`config.mk`:
```
export PLATFORM = sky130hd
export DESIGN_NAME = constrained_walk_count_dp
export DESIGN_NICKNAME = d
export VERILOG_FILES = /design/src/rtl/cwc_pkg.sv /design/src/rtl/constrained_walk_count_dp.sv /design/src/rtl/cwc_modadd.sv /design/src/rtl/cwc_store.sv /design/src/rtl/cwc_sweep.sv
export SDC_FILE = /design/constraint.sdc
export NUM_CORES = 2
export LEC_CHECK = 0
export ABC_AREA = 0
export BUFFER_PORTS_ARGS = -buffer_cell sky130_fd_sc_hd__buf_2
export CAP_MARGIN = 15
export CORE_ASPECT_RATIO = 0.6
export CORE_MARGIN = 10
export CORE_UTILIZATION = 43
export DETAILED_ROUTE_END_ITERATION = 6
export PLACE_DENSITY = 0.59
export RECOVER_POWER = 100
export REMOVE_ABC_BUFFERS = 1
export SYNTH_ARGS = -nofsm -noshare
export SYNTH_HDL_FRONTEND = slang
export SYNTH_SLANG_ARGS = --single-unit
```
`constraint.sdc`:
```
create_clock -name clk -period 14.5 [get_ports clk]
set_clock_uncertainty 0.2 [all_clocks]
set_input_delay 2.175 -clock clk [delete_from_list [all_inputs] [get_ports clk]]
set_output_delay 2.175 -clock clk [all_outputs]
set_load 0.005 [all_outputs]
```
`src/rtl/cwc_pkg.sv`:
```
// Package with widths, constants and interface structs of the constrained walk counter.
`timescale 1ns / 1ps

package cwc_pkg;

	// Field and store widths.
	localparam int WAYS_W = 30;
	localparam int VAL_W  = 8;
	localparam int DEPTH  = 128;
	localparam int ADDR_W = 7;
	localparam int STEP_W = 8;

	// Modulus of all counts.
	localparam logic [WAYS_W-1:0] PRIME = 30'd1000000007;

	// Register reset value and the saturation bound of the value range.
	localparam logic [VAL_W-1:0] MAX_RESET = 8'd100;
	localparam logic [VAL_W-1:0] MAX_BOUND = 8'd128;

	// Sweep step windows: read issue, pair add, entry write, total accumulate.
	localparam logic [STEP_W-1:0] S1_FIRST  = 8'd2;
	localparam logic [STEP_W-1:0] S1_LAST   = 8'd129;
	localparam logic [STEP_W-1:0] S2_FIRST  = 8'd3;
	localparam logic [STEP_W-1:0] S2_LAST   = 8'd130;
	localparam logic [STEP_W-1:0] S3_FIRST  = 8'd4;
	localparam logic [STEP_W-1:0] LAST_STEP = 8'd131;

	// One array position handed to the sweep engine.
	typedef struct packed {
		logic [VAL_W-1:0] fixed_val;
		logic             last;
		logic             first;
		logic [VAL_W-1:0] max_val;
	} cwc_job_t;

	// Status returned by the sweep engine.
	typedef struct packed {
		logic              busy;
		logic              emit;
		logic [WAYS_W-1:0] total;
	} cwc_stat_t;

endpackage

```
`src/rtl/constrained_walk_count_dp.sv`:
```
// Top level of the constrained walk counter: channels, configuration and result register.
//
//   Channel   Direction  Signals                          Transaction
//   cfg       in         cfg_we, cfg_wdata                one max_value write, no wait
//   in        in         in_valid/in_ready, fixed_value,  one array position
//                        is_last
//   out       out        out_valid/out_ready,             count of arrays, on last position
//                        total_count
//
// Each position runs a full sweep from acceptance to the next acceptance: the store read fills,
// every one of the 128 entries is visited, the adders drain, then come the done state and the
// idle state that raises ready again, whatever max_value is.
// A finished last position waits in the done cycle while the result register is still full.
// Reset clears the sequencer and the result valid flag, sets the start-of-array flag and loads
// max_value with 100; the store needs no clearing since the first position writes every entry.
`timescale 1ns / 1ps

module constrained_walk_count_dp (
	input  logic                       clk,
	input  logic                       arst_n,
	input  logic                       cfg_we,
	input  logic [cwc_pkg::VAL_W-1:0]  cfg_wdata,
	input  logic                       in_valid,
	output logic                       in_ready,
	input  logic [cwc_pkg::VAL_W-1:0]  fixed_value,
	input  logic                       is_last,
	output logic                       out_valid,
	input  logic                       out_ready,
	output logic [cwc_pkg::WAYS_W-1:0] total_count
);

	logic [cwc_pkg::VAL_W-1:0]  max_q;
	logic                       first_q;
	logic                       out_valid_q;
	logic [cwc_pkg::WAYS_W-1:0] total_q;
	logic                       in_acc;
	logic                       slot_free;
	cwc_pkg::cwc_job_t          job;
	cwc_pkg::cwc_stat_t         stat;

	assign in_ready  = !stat.busy;
	assign in_acc    = in_valid && in_ready;
	assign slot_free = !out_valid_q || out_ready;

	// Job for the sweep engine, with max_value saturated to the store depth.
	always_comb begin
		job.fixed_val = fixed_value;
		job.last      = is_last;
		job.first     = first_q;
		job.max_val   = (max_q > cwc_pkg::MAX_BOUND) ? cwc_pkg::MAX_BOUND : max_q;
	end

	cwc_sweep u_sweep (
		.clk       (clk),
		.arst_n    (arst_n),
		.start     (in_acc),
		.job       (job),
		.slot_free (slot_free),
		.stat      (stat)
	);

	// Configuration register and start-of-array flag.
	always_ff @(posedge clk or negedge arst_n) begin
		if (!arst_n) begin
			max_q   <= cwc_pkg::MAX_RESET;
			first_q <= 1'b1;
		end else begin
			if (cfg_we) begin
				max_q <= cfg_wdata;
			end
			if (in_acc) begin
				first_q <= is_last;
			end
		end
	end

	// Result register.
	always_ff @(posedge clk or negedge arst_n) begin
		if (!arst_n) begin
			out_valid_q <= 1'b0;
		end else if (stat.emit) begin
			out_valid_q <= 1'b1;
		end else if (out_ready) begin
			out_valid_q <= 1'b0;
		end
	end

	always_ff @(posedge clk) begin
		if (stat.emit) begin
			total_q <= stat.total;
		end
	end

	assign out_valid   = out_valid_q;
	assign total_count = total_q;

endmodule

```
`src/rtl/cwc_modadd.sv`:
```
// Modular adder: sum of two residues reduced by one conditional subtract.
`timescale 1ns / 1ps

module cwc_modadd (
	input  logic [cwc_pkg::WAYS_W-1:0] a,
	input  logic [cwc_pkg::WAYS_W-1:0] b,
	output logic [cwc_pkg::WAYS_W-1:0] sum
);

	logic [cwc_pkg::WAYS_W:0] raw;
	logic [cwc_pkg::WAYS_W:0] red;

	// Both operands are below the prime, so one subtract is enough.
	always_comb begin
		raw = {1'b0, a} + {1'b0, b};
		red = raw - {1'b0, cwc_pkg::PRIME};
		if (raw >= {1'b0, cwc_pkg::PRIME}) begin
			sum = red[cwc_pkg::WAYS_W-1:0];
		end else begin
			sum = raw[cwc_pkg::WAYS_W-1:0];
		end
	end

endmodule

```
`src/rtl/cwc_store.sv`:
```
// Count store: one write port and one registered read port.
`timescale 1ns / 1ps

module cwc_store (
	input  logic                       clk,
	input  logic                       we,
	input  logic [cwc_pkg::ADDR_W-1:0] waddr,
	input  logic [cwc_pkg::WAYS_W-1:0] wdata,
	input  logic [cwc_pkg::ADDR_W-1:0] raddr,
	output logic [cwc_pkg::WAYS_W-1:0] rdata
);

	logic [cwc_pkg::WAYS_W-1:0] mem_q [cwc_pkg::DEPTH];
	logic [cwc_pkg::WAYS_W-1:0] rdata_q;

	// Write port.
	always_ff @(posedge clk) begin
		if (we) begin
			mem_q[waddr] <= wdata;
		end
	end

	// Registered read port.
	always_ff @(posedge clk) begin
		rdata_q <= mem_q[raddr];
	end

	assign rdata = rdata_q;

endmodule

```
`src/rtl/cwc_sweep.sv`:
```
// Sweep engine: walks the count store once per position through three modular adders.
`timescale 1ns / 1ps

module cwc_sweep (
	input  logic              clk,
	input  logic              arst_n,
	input  logic              start,
	input  cwc_pkg::cwc_job_t job,
	input  logic              slot_free,
	output cwc_pkg::cwc_stat_t stat
);

	localparam logic [1:0] ST_IDLE = 2'd0;
	localparam logic [1:0] ST_RUN  = 2'd1;
	localparam logic [1:0] ST_DONE = 2'd2;

	logic [1:0]                 state_q;
	logic [cwc_pkg::STEP_W-1:0] step_q;
	cwc_pkg::cwc_job_t          job_q;

	logic [cwc_pkg::WAYS_W-1:0] rd_data;
	logic [cwc_pkg::WAYS_W-1:0] o_prev_q;
	logic [cwc_pkg::WAYS_W-1:0] o_cur_q;
	logic [cwc_pkg::WAYS_W-1:0] pair_s1;
	logic [cwc_pkg::WAYS_W-1:0] prev_s1;
	logic [cwc_pkg::ADDR_W-1:0] idx_s1;
	logic [cwc_pkg::WAYS_W-1:0] nxt_s2;
	logic [cwc_pkg::WAYS_W-1:0] total_q;

	logic                       run;
	logic                       st1;
	logic                       st2;
	logic                       st3;
	logic [cwc_pkg::STEP_W-1:0] idx1;
	logic [cwc_pkg::WAYS_W-1:0] nb_term;
	logic [cwc_pkg::WAYS_W-1:0] pair_sum;
	logic [cwc_pkg::WAYS_W-1:0] tri_sum;
	logic [cwc_pkg::WAYS_W-1:0] tot_sum;
	logic [cwc_pkg::VAL_W-1:0]  val2;
	logic                       keep2;
	logic [cwc_pkg::WAYS_W-1:0] nxt;

	// Stage windows over the sweep step.
	always_comb begin
		run  = (state_q == ST_RUN);
		st1  = run && (step_q >= cwc_pkg::S1_FIRST) && (step_q <= cwc_pkg::S1_LAST);
		st2  = run && (step_q >= cwc_pkg::S2_FIRST) && (step_q <= cwc_pkg::S2_LAST);
		st3  = run && (step_q >= cwc_pkg::S3_FIRST);
		idx1 = step_q - cwc_pkg::S1_FIRST;
	end

	// Stage one: the right neighbor counts only while its value stays in range.
	assign nb_term = (step_q <= job_q.max_val) ? rd_data : '0;

	cwc_modadd u_add_pair (
		.a   (o_cur_q),
		.b   (nb_term),
		.sum (pair_sum)
	);

	// Stage two: add the left neighbor and apply the position constraint.
	cwc_modadd u_add_tri (
		.a   (pair_s1),
		.b   (prev_s1),
		.sum (tri_sum)
	);

	always_comb begin
		val2  = {1'b0, idx_s1} + 8'd1;
		keep2 = (val2 <= job_q.max_val) &&
			((job_q.fixed_val == '0) || (job_q.fixed_val == val2));
		if (!keep2) begin
			nxt = '0;
		end else if (job_q.first) begin
			nxt = {{(cwc_pkg::WAYS_W-1){1'b0}}, 1'b1};
		end else begin
			nxt = tri_sum;
		end
	end

	cwc_store u_store (
		.clk   (clk),
		.we    (st2),
		.waddr (idx_s1),
		.wdata (nxt),
		.raddr (step_q[cwc_pkg::ADDR_W-1:0]),
		.rdata (rd_data)
	);

	// Stage three: running total of the new counts.
	cwc_modadd u_add_total (
		.a   (total_q),
		.b   (nxt_s2),
		.sum (tot_sum)
	);

	// Sequencer.
	always_ff @(posedge clk or negedge arst_n) begin
		if (!arst_n) begin
			state_q <= ST_IDLE;
			step_q  <= '0;
		end else begin
			case (state_q)
				ST_IDLE: begin
					if (start) begin
						state_q <= ST_RUN;
						step_q  <= '0;
					end
				end
				ST_RUN: begin
					step_q <= step_q + 8'd1;
					if (step_q == cwc_pkg::LAST_STEP) begin
						state_q <= ST_DONE;
					end
				end
				ST_DONE: begin
					if (!job_q.last || slot_free) begin
						state_q <= ST_IDLE;
					end
				end
				default: begin
					state_q <= ST_IDLE;
				end
			endcase
		end
	end

	// Job capture and datapath registers.
	always_ff @(posedge clk) begin
		if (state_q == ST_IDLE && start) begin
			job_q   <= job;
			total_q <= '0;
		end
		if (run) begin
			o_prev_q <= o_cur_q;
			o_cur_q  <= rd_data;
		end
		if (st1) begin
			pair_s1 <= pair_sum;
			prev_s1 <= (step_q >= cwc_pkg::S2_FIRST) ? o_prev_q : '0;
			idx_s1  <= idx1[cwc_pkg::ADDR_W-1:0];
		end
		if (st2) begin
			nxt_s2 <= nxt;
		end
		if (st3) begin
			total_q <= tot_sum;
		end
	end

	// Status toward the channel logic.
	always_comb begin
		stat.busy  = (state_q != ST_IDLE);
		stat.emit  = (state_q == ST_DONE) && job_q.last && slot_free;
		stat.total = total_q;
	end

endmodule

```
======== After elaboration in Yosys (flattened, before gate mapping) ========
Memories as Yosys holds them, arrays and structs flattened. A register that Yosys moved wholly into a read port is not among the register bits.
Index checks and enable logic that the tools add are counted.
word-level totals
  bits in writable memories ............... 3840
  flip-flop bits (word level) ............. 255
  bits of input ports ..................... 22
  output and inout port bits .............. 32
  memories ................................ 1
  word-level logic and storage cells ...... 87
memories
  memory                 words  bits a word  read ports  clocked after memory_dff  wr ports  line             source
  u_sweep.u_store.mem_q  128    30           1           1                         1         cwc_store.sv:13  logic [cwc_pkg::WAYS_W-1:0] mem_q [cwc_pkg::DEPTH];
cells by class
  reduce and logical (&&, ||, !) cells .... 24
  add/sub/neg operators ................... 9
  multiplexer cells ....................... 18
  equal/unequal tests ..................... 7
  magnitude comparators ................... 11
operators with widths
  operator                  number
  $mux W30                  8
  $add A30 B30 Y31          3
  $ge A31 B30 Y1 const B    3
  $sub A30 B30 Y30 const B  3
  $ge A8 B2 Y1 const B      2
  $le A8 B8 Y1              2
  $le A8 B8 Y1 const B      2
  $pmux W8 S2               1
  $logic_and A1 B1 Y1       10
  $add A7 B1 Y8 const B     1
  $add A8 B1 Y8 const B     1
  $eq A8 B8 Y1              1
  $eq A8 B8 Y1 const B      1
  $ge A8 B3 Y1 const B      1
  $gt A8 B8 Y1 const B      1
  $logic_not A8 Y1          1
  $mux W8                   1
  $reduce_bool A2 Y1        4
  $sub A7 B2 Y7 const B     1
  $mux W2                   3
  $pmux W2 S3               1
  $mux W1                   4
  $ne A2 B1 Y1 const B      2
  $logic_not A1 Y1          3
  7 further kinds           9

======== Depth between registers and ports, before layout ========
  word-level depth ........................ 6
  gate-level depth with buffers ........... 35
  gate-level depth less buffers ........... 24

======== Hierarchy ========
From an unflattened synthesis, not the netlist that was laid out.
second synthesis, totals
  cells, all modules ...................... 7479
  area, all modules ....................... 165232.2 um^2
by module, submodules not included
  module                                area each (um^2)  sequential area each (um^2)  instances  cells an instance
  cwc_store                             146541.8          115911.2                     1          5628
  cwc_sweep                             8516.9            6406.1                       1          500
  cwc_modadd (u_sweep.u_add_total ...)  2801.4            0.0                          2          405
  cwc_modadd (u_sweep.u_add_pair)       3190.6            0.0                          1          479
  constrained_walk_count_dp             1380.1            1156.1                       1          62

======== Worst setup path before layout ========
OpenSTA, ideal clock, no wires.
  kind .................................... register to register
  start point ............................. register u_sweep.prev_s1[0] in the netlist's numbering
  end point ............................... register u_sweep.nxt_s2[20] in the netlist's numbering (data pin)
  buffers on the path ..................... 1
  period minus slack after synthesis ...... 10.126 ns
  arrival time ............................ 8.705 ns
  path slack .............................. 4.374 ns
  data required time ...................... 13.079 ns
  library setup time ...................... 1.221 ns
  cell stages (with the launch flop) ...... 15
  cell sequence ........................... edfxtp_1 > ha_1 > fa_1 > a21o_1 > a31o_1 > a31oi_1 > nand2_1 > xnor2_1 > or4b_1 > or4b_1 > o221ai_2 > a221o_1 > buf_2 > a21oi_1 > nor3b_1
on the way
  cells in the longest elaborated chain, start to end .. 5
  elaborated cells on any way between the ends .. 6
  classes of those cells .................. add/sub: 2; order compare: 1; mux: 3
RTL lines
  item                                                line                                source
  start: declaration                                  cwc_sweep.sv:25                     logic [cwc_pkg::WAYS_W-1:0] prev_s1;
  start signal: assignment                            cwc_sweep.sv:140                    prev_s1 <= (step_q >= cwc_pkg::S2_FIRST) ? o_prev_q : '0;
  $add A30 B30 Y31 (*)                                cwc_modadd.sv:15                    raw = {1'b0, a} + {1'b0, b};
  $sub A30 B30 Y30 or $ge A31 B30 Y1 (tied branches)  cwc_modadd.sv:16, cwc_modadd.sv:17
  $mux W30 (*)                                        cwc_modadd.sv:17                    if (raw >= {1'b0, cwc_pkg::PRIME}) begin
  $mux W30 (*)                                        cwc_sweep.sv:74                     end else if (job_q.first) begin
  $mux W30 (*)                                        cwc_sweep.sv:72                     if (!keep2) begin
  named net u_sweep.nxt (one bit)                     cwc_sweep.sv:41                     logic [cwc_pkg::WAYS_W-1:0] nxt;
  end signal: assignment                              cwc_sweep.sv:144                    nxt_s2 <= nxt;
  end: declaration                                    cwc_sweep.sv:27                     logic [cwc_pkg::WAYS_W-1:0] nxt_s2;
The timed path passes the listed nets; every way through them passes the cells marked *.
A chain may end at the register's enable or synchronous reset.

==> flow_summary_export.csv <==
group,metric,value,unit
drt,vias_per_cell,6.37,
drt,drc,0,
place,dpl-instance-area,174000,um2
status,outcome,"finished, violations left",
floorplanning,coreArea,380000,um2
global_routing,grt_max_degree,103,
place,post-place-ws,7.23,ns
power_and_ir_drop,peakVddDrop,0.195,mV
run,maxCapViolCount,59,
floorplanning,start_util,0.433,
finish,stdcell_area,184000,um2
place,port_buffers,53,
critical_path,critPathMaxFanout,102,
floorplanning,fp.dieW,819,um
power_and_ir_drop,p_sw_frac,0.372,
critical_path,critPathCaptureType,"flop",
place,dp_hpwl,285,mm
finish,layout-drive-gt1-share,0.207,
cts,hold_buffers,0,
cts,postCtsSetupBuffers,0,
synthesis,synth_top_flop_cell,"edfxtp_1",
critical_path,path_cells,"clkbuf_1, clkbuf_1, buf_12, buf_4, mux4_2, mux2i_1, a21oi_1, nor3_1, a211oi_1, a211oi_1, a21oi_1",
global_routing,grt_pass1_wl,690,mm
synthesis,synth_edf_count,4075,
critical_path,worstReg2RegEnd,"u_sweep.u_store.rdata[27]",
sta,worstMarginPinSlew,4.60,ns
drt,wl,502,mm
drt,post_drt_wl_per_cell,35.6,um
sta,hold_ws,0.251,ns
cts,cts_max_level,5,
global_routing,grt_usage,0.238,
global_routing,first_global_vias,84651,
critical_path,crit_slowest_cell,"clkbuf_1",
synthesis,ys_ff_latch,4125,
synthesis,synth_area,165000,um2
cts,clockBufferDepth,4,
critical_path,start_kind,"flop",
finish,fill_cells,30940,
drt,num_vias,89714,
cts,cts-buffers-inserted,365,
synthesis,synthArstFlopShare,0.00485,
critical_path,cp-startpoint,"u_sweep.step_q[1]",
worst_hold_path,holdCritPathClass,"reg2reg",
cts,clk_pin_slew,0.07,ns
cts,cts_tree,"done",
finish,syn2layout_area_growth,11.7,%
sta,finalHoldViolCount,0,
cts,ctsResizeCount,0,
sta,fin_setup_tns,0,ns
floorplanning,rows,175,
power_and_ir_drop,clockPowerShare,0.251,
power_and_ir_drop,power_switching,14.3,mW
sta,finalMaxSlewViolations,2533,
sta,setup_viol,0,
cts,clock-root-buffer,"clkbuf_16",
sta,worst_slack,3.52,ns
sta,rsz0062_at_grt,"no",
critical_path,worst_path_largest_cell_delay,2.78,ns
drt,drtAntennaViolNets,0,
critical_path,reg2reg_from,"u_sweep.step_q[1]",
floorplanning,ios,54,
synthesis,yosysUniqueCellTypes,102,
critical_path,critPathRequiredTime,15.14,ns
drt,firstDrtPassIters,5,
finish,layout_common_cells,"edfxtp_1 (4,075), mux4_2 (871), nor2_1 (473)",
place,place.gp.congestion,0.888,
synthesis,postSynthCellCount,8452,
global_routing,grt_overflow,0,
power_and_ir_drop,power_frac_seq,0.379,
finish,nets,8872,
finish,layout_commonest_cell,"edfxtp_1",
sta,fin_crit_sh,0.757,
critical_path,rrSetupSlack,3.52,ns
critical_path,worst_ep_arrival_time,11.61,ns
global_routing,antenna_found_initial,59,
cts,clkSinkCount,4125,
power_and_ir_drop,power_density,209,nW/um2
synthesis,seq_area_frac_synth,0.749,
floorplanning,fp.dieArea,409000,um2
sta,relSlewSlack,-2.07,
sta,fmax,0.0911,GHz
finish,fin_util,0.484,
floorplanning,die_height,500,um
power_and_ir_drop,comb_power_share,0.370,
sta,period_needed,10.98,ns
power_and_ir_drop,p_leak,58.4,nW
critical_path,worst-setup-path-type,"reg2reg",
cts,clk_latency,0.95,ns
synthesis,avgSynthCellArea,19.5,um2
drt,drt_iter0_drc,13764,
critical_path,critPathCapture,"u_sweep.u_store.rdata[27]",
worst_hold_path,hold_path.startpoint,"u_sweep.o_cur_q[22]",
critical_path,reg2regPathDepth,11,
status,violations,"capacitance limit, slew limit",
power_and_ir_drop,p_int,24.1,mW
synthesis,yosysWarnings,0,
## metal layers
| metal | routed length, um | share of wire | GRT usage |
|---|---|---|---|
| met1 | 215000 | 0.43 | 0.365 |
| met2 | 206000 | 0.41 | 0.325 |
| met3 | 67500 | 0.13 | 0.0840 |
| met4 | 12300 | 0.024 | 0.0517 |
| met5 | 244 | 0.00049 | 0 |
## flip-flops by register name, summed over array words and instances (netlist names)
signal                 count
u_sweep.state_q            2
u_sweep.job_q             18
total_count               30
u_sweep.pair_s1           30
u_sweep.o_cur_q           30
u_sweep.total_q           30
max_q                      8
u_sweep.step_q             8
u_sweep.idx_s1             7
out_valid                  1
u_sweep.u_store.mem_q   3840
u_sweep.nxt_s2            30
u_sweep.u_store.rdata     30
u_sweep.o_prev_q          30
u_sweep.prev_s1           30
first_q                    1
## cell usage after synthesis (all sizes together), types with 26 or more instances
master  instances  area, um2
clkbuf        287       1080
inv            51        191
nor3           56        280
o211ai         48        360
ha            117       1460
a31oi          29        181
o22ai         128        801
a211oi         95        718
buf           180        825
a221o          38        380
nand4          26        163
nand2b         28        175
mux2           39        439
dfxtp          30        601
a21oi         248       1250
and2           58        365
nor2          509       1910
nand3          70        363
xor2           37        324
xnor2          64        561
o221ai         52        462
a21o           38        285
mux2i         374       3740
edfxtp       4075     122000
a221oi         77        693
or2            47        294
nand2         278       1050
or3            35        219
mux4          871      19600
nor2b          62        388
o21ai         138        694
## layout make-up
| class | count | area, um2 | area share |
|---|---|---|---|
| tap | 5044 | 6310 | 0.0343 |
| multi-input combinational | 3808 | 39800 | 0.216 |
| clock inverter | 197 | 1760 | 0.00956 |
| inverter | 52 | 203 | 0.00110 |
| antenna | 26 | 65.1 | 0.000353 |
| timing repair buffer | 378 | 2750 | 0.0149 |
| clock buffer | 457 | 9680 | 0.0526 |
| sequential | 4125 | 123000 | 0.671 |
## how the worst min path moves through the flow
stage	to	depth (start not counted)
after global placement	u_sweep.o_cur_q[22]	0
after floorplan	u_sweep.o_cur_q[0]	0
after detailed placement	u_sweep.o_cur_q[21]	0
after global routing	u_sweep.o_cur_q[26]	0
final	u_sweep.o_prev_q[22]	0
after CTS	u_sweep.o_cur_q[21]	0
## power groups by stage
stage	Clock, mW	Combinational [mW]	Sequential [mW]
2_1_floorplan	0	10.2	15.1
3_3_place_gp	0	14.0	14.8
3_5_place_dp	0	14.1	14.8
4_1_cts	9.77	14.2	14.5
5_1_grt	10.2	15.1	14.6
6_report	9.63	14.2	14.6
## per-stage QoR
stage | total power, mW | cells
global placement | 28.7 | 13393
CTS | 38.4 | 14058
global route | 39.9 | 14066
detailed placement | 28.9 | 13404
finish | 38.4 | 14087
floorplan | 25.3 | 7985
## cells by family (layout without fill, tap and decap cells)
logic type | Yosys count | count (layout) | share of synthesized area
buffers and inverters | 519 | 1084 | 0.0127
and+or+nand+nor | 1251 | 1251 | 0.0353
DFF | 4125 | 4125 | 0.749
other | 0 | 26 | 0
adders and majority gates | 120 | 120 | 0.00925
xor gates and xnor gates | 101 | 101 | 0.00537
muxes | 1284 | 1284 | 0.144
AOI/OAI and AO/OA | 1052 | 1052 | 0.0437
## critical path: cells and delay by family, from the launching register on
family          cells  cell delay, ns
compound gates      4            1.86
buf+inv             4            6.30
flops               1            1.61
mux                 2            0.50
simple gates        1            0.09
(Power assumes the default switching activity.)
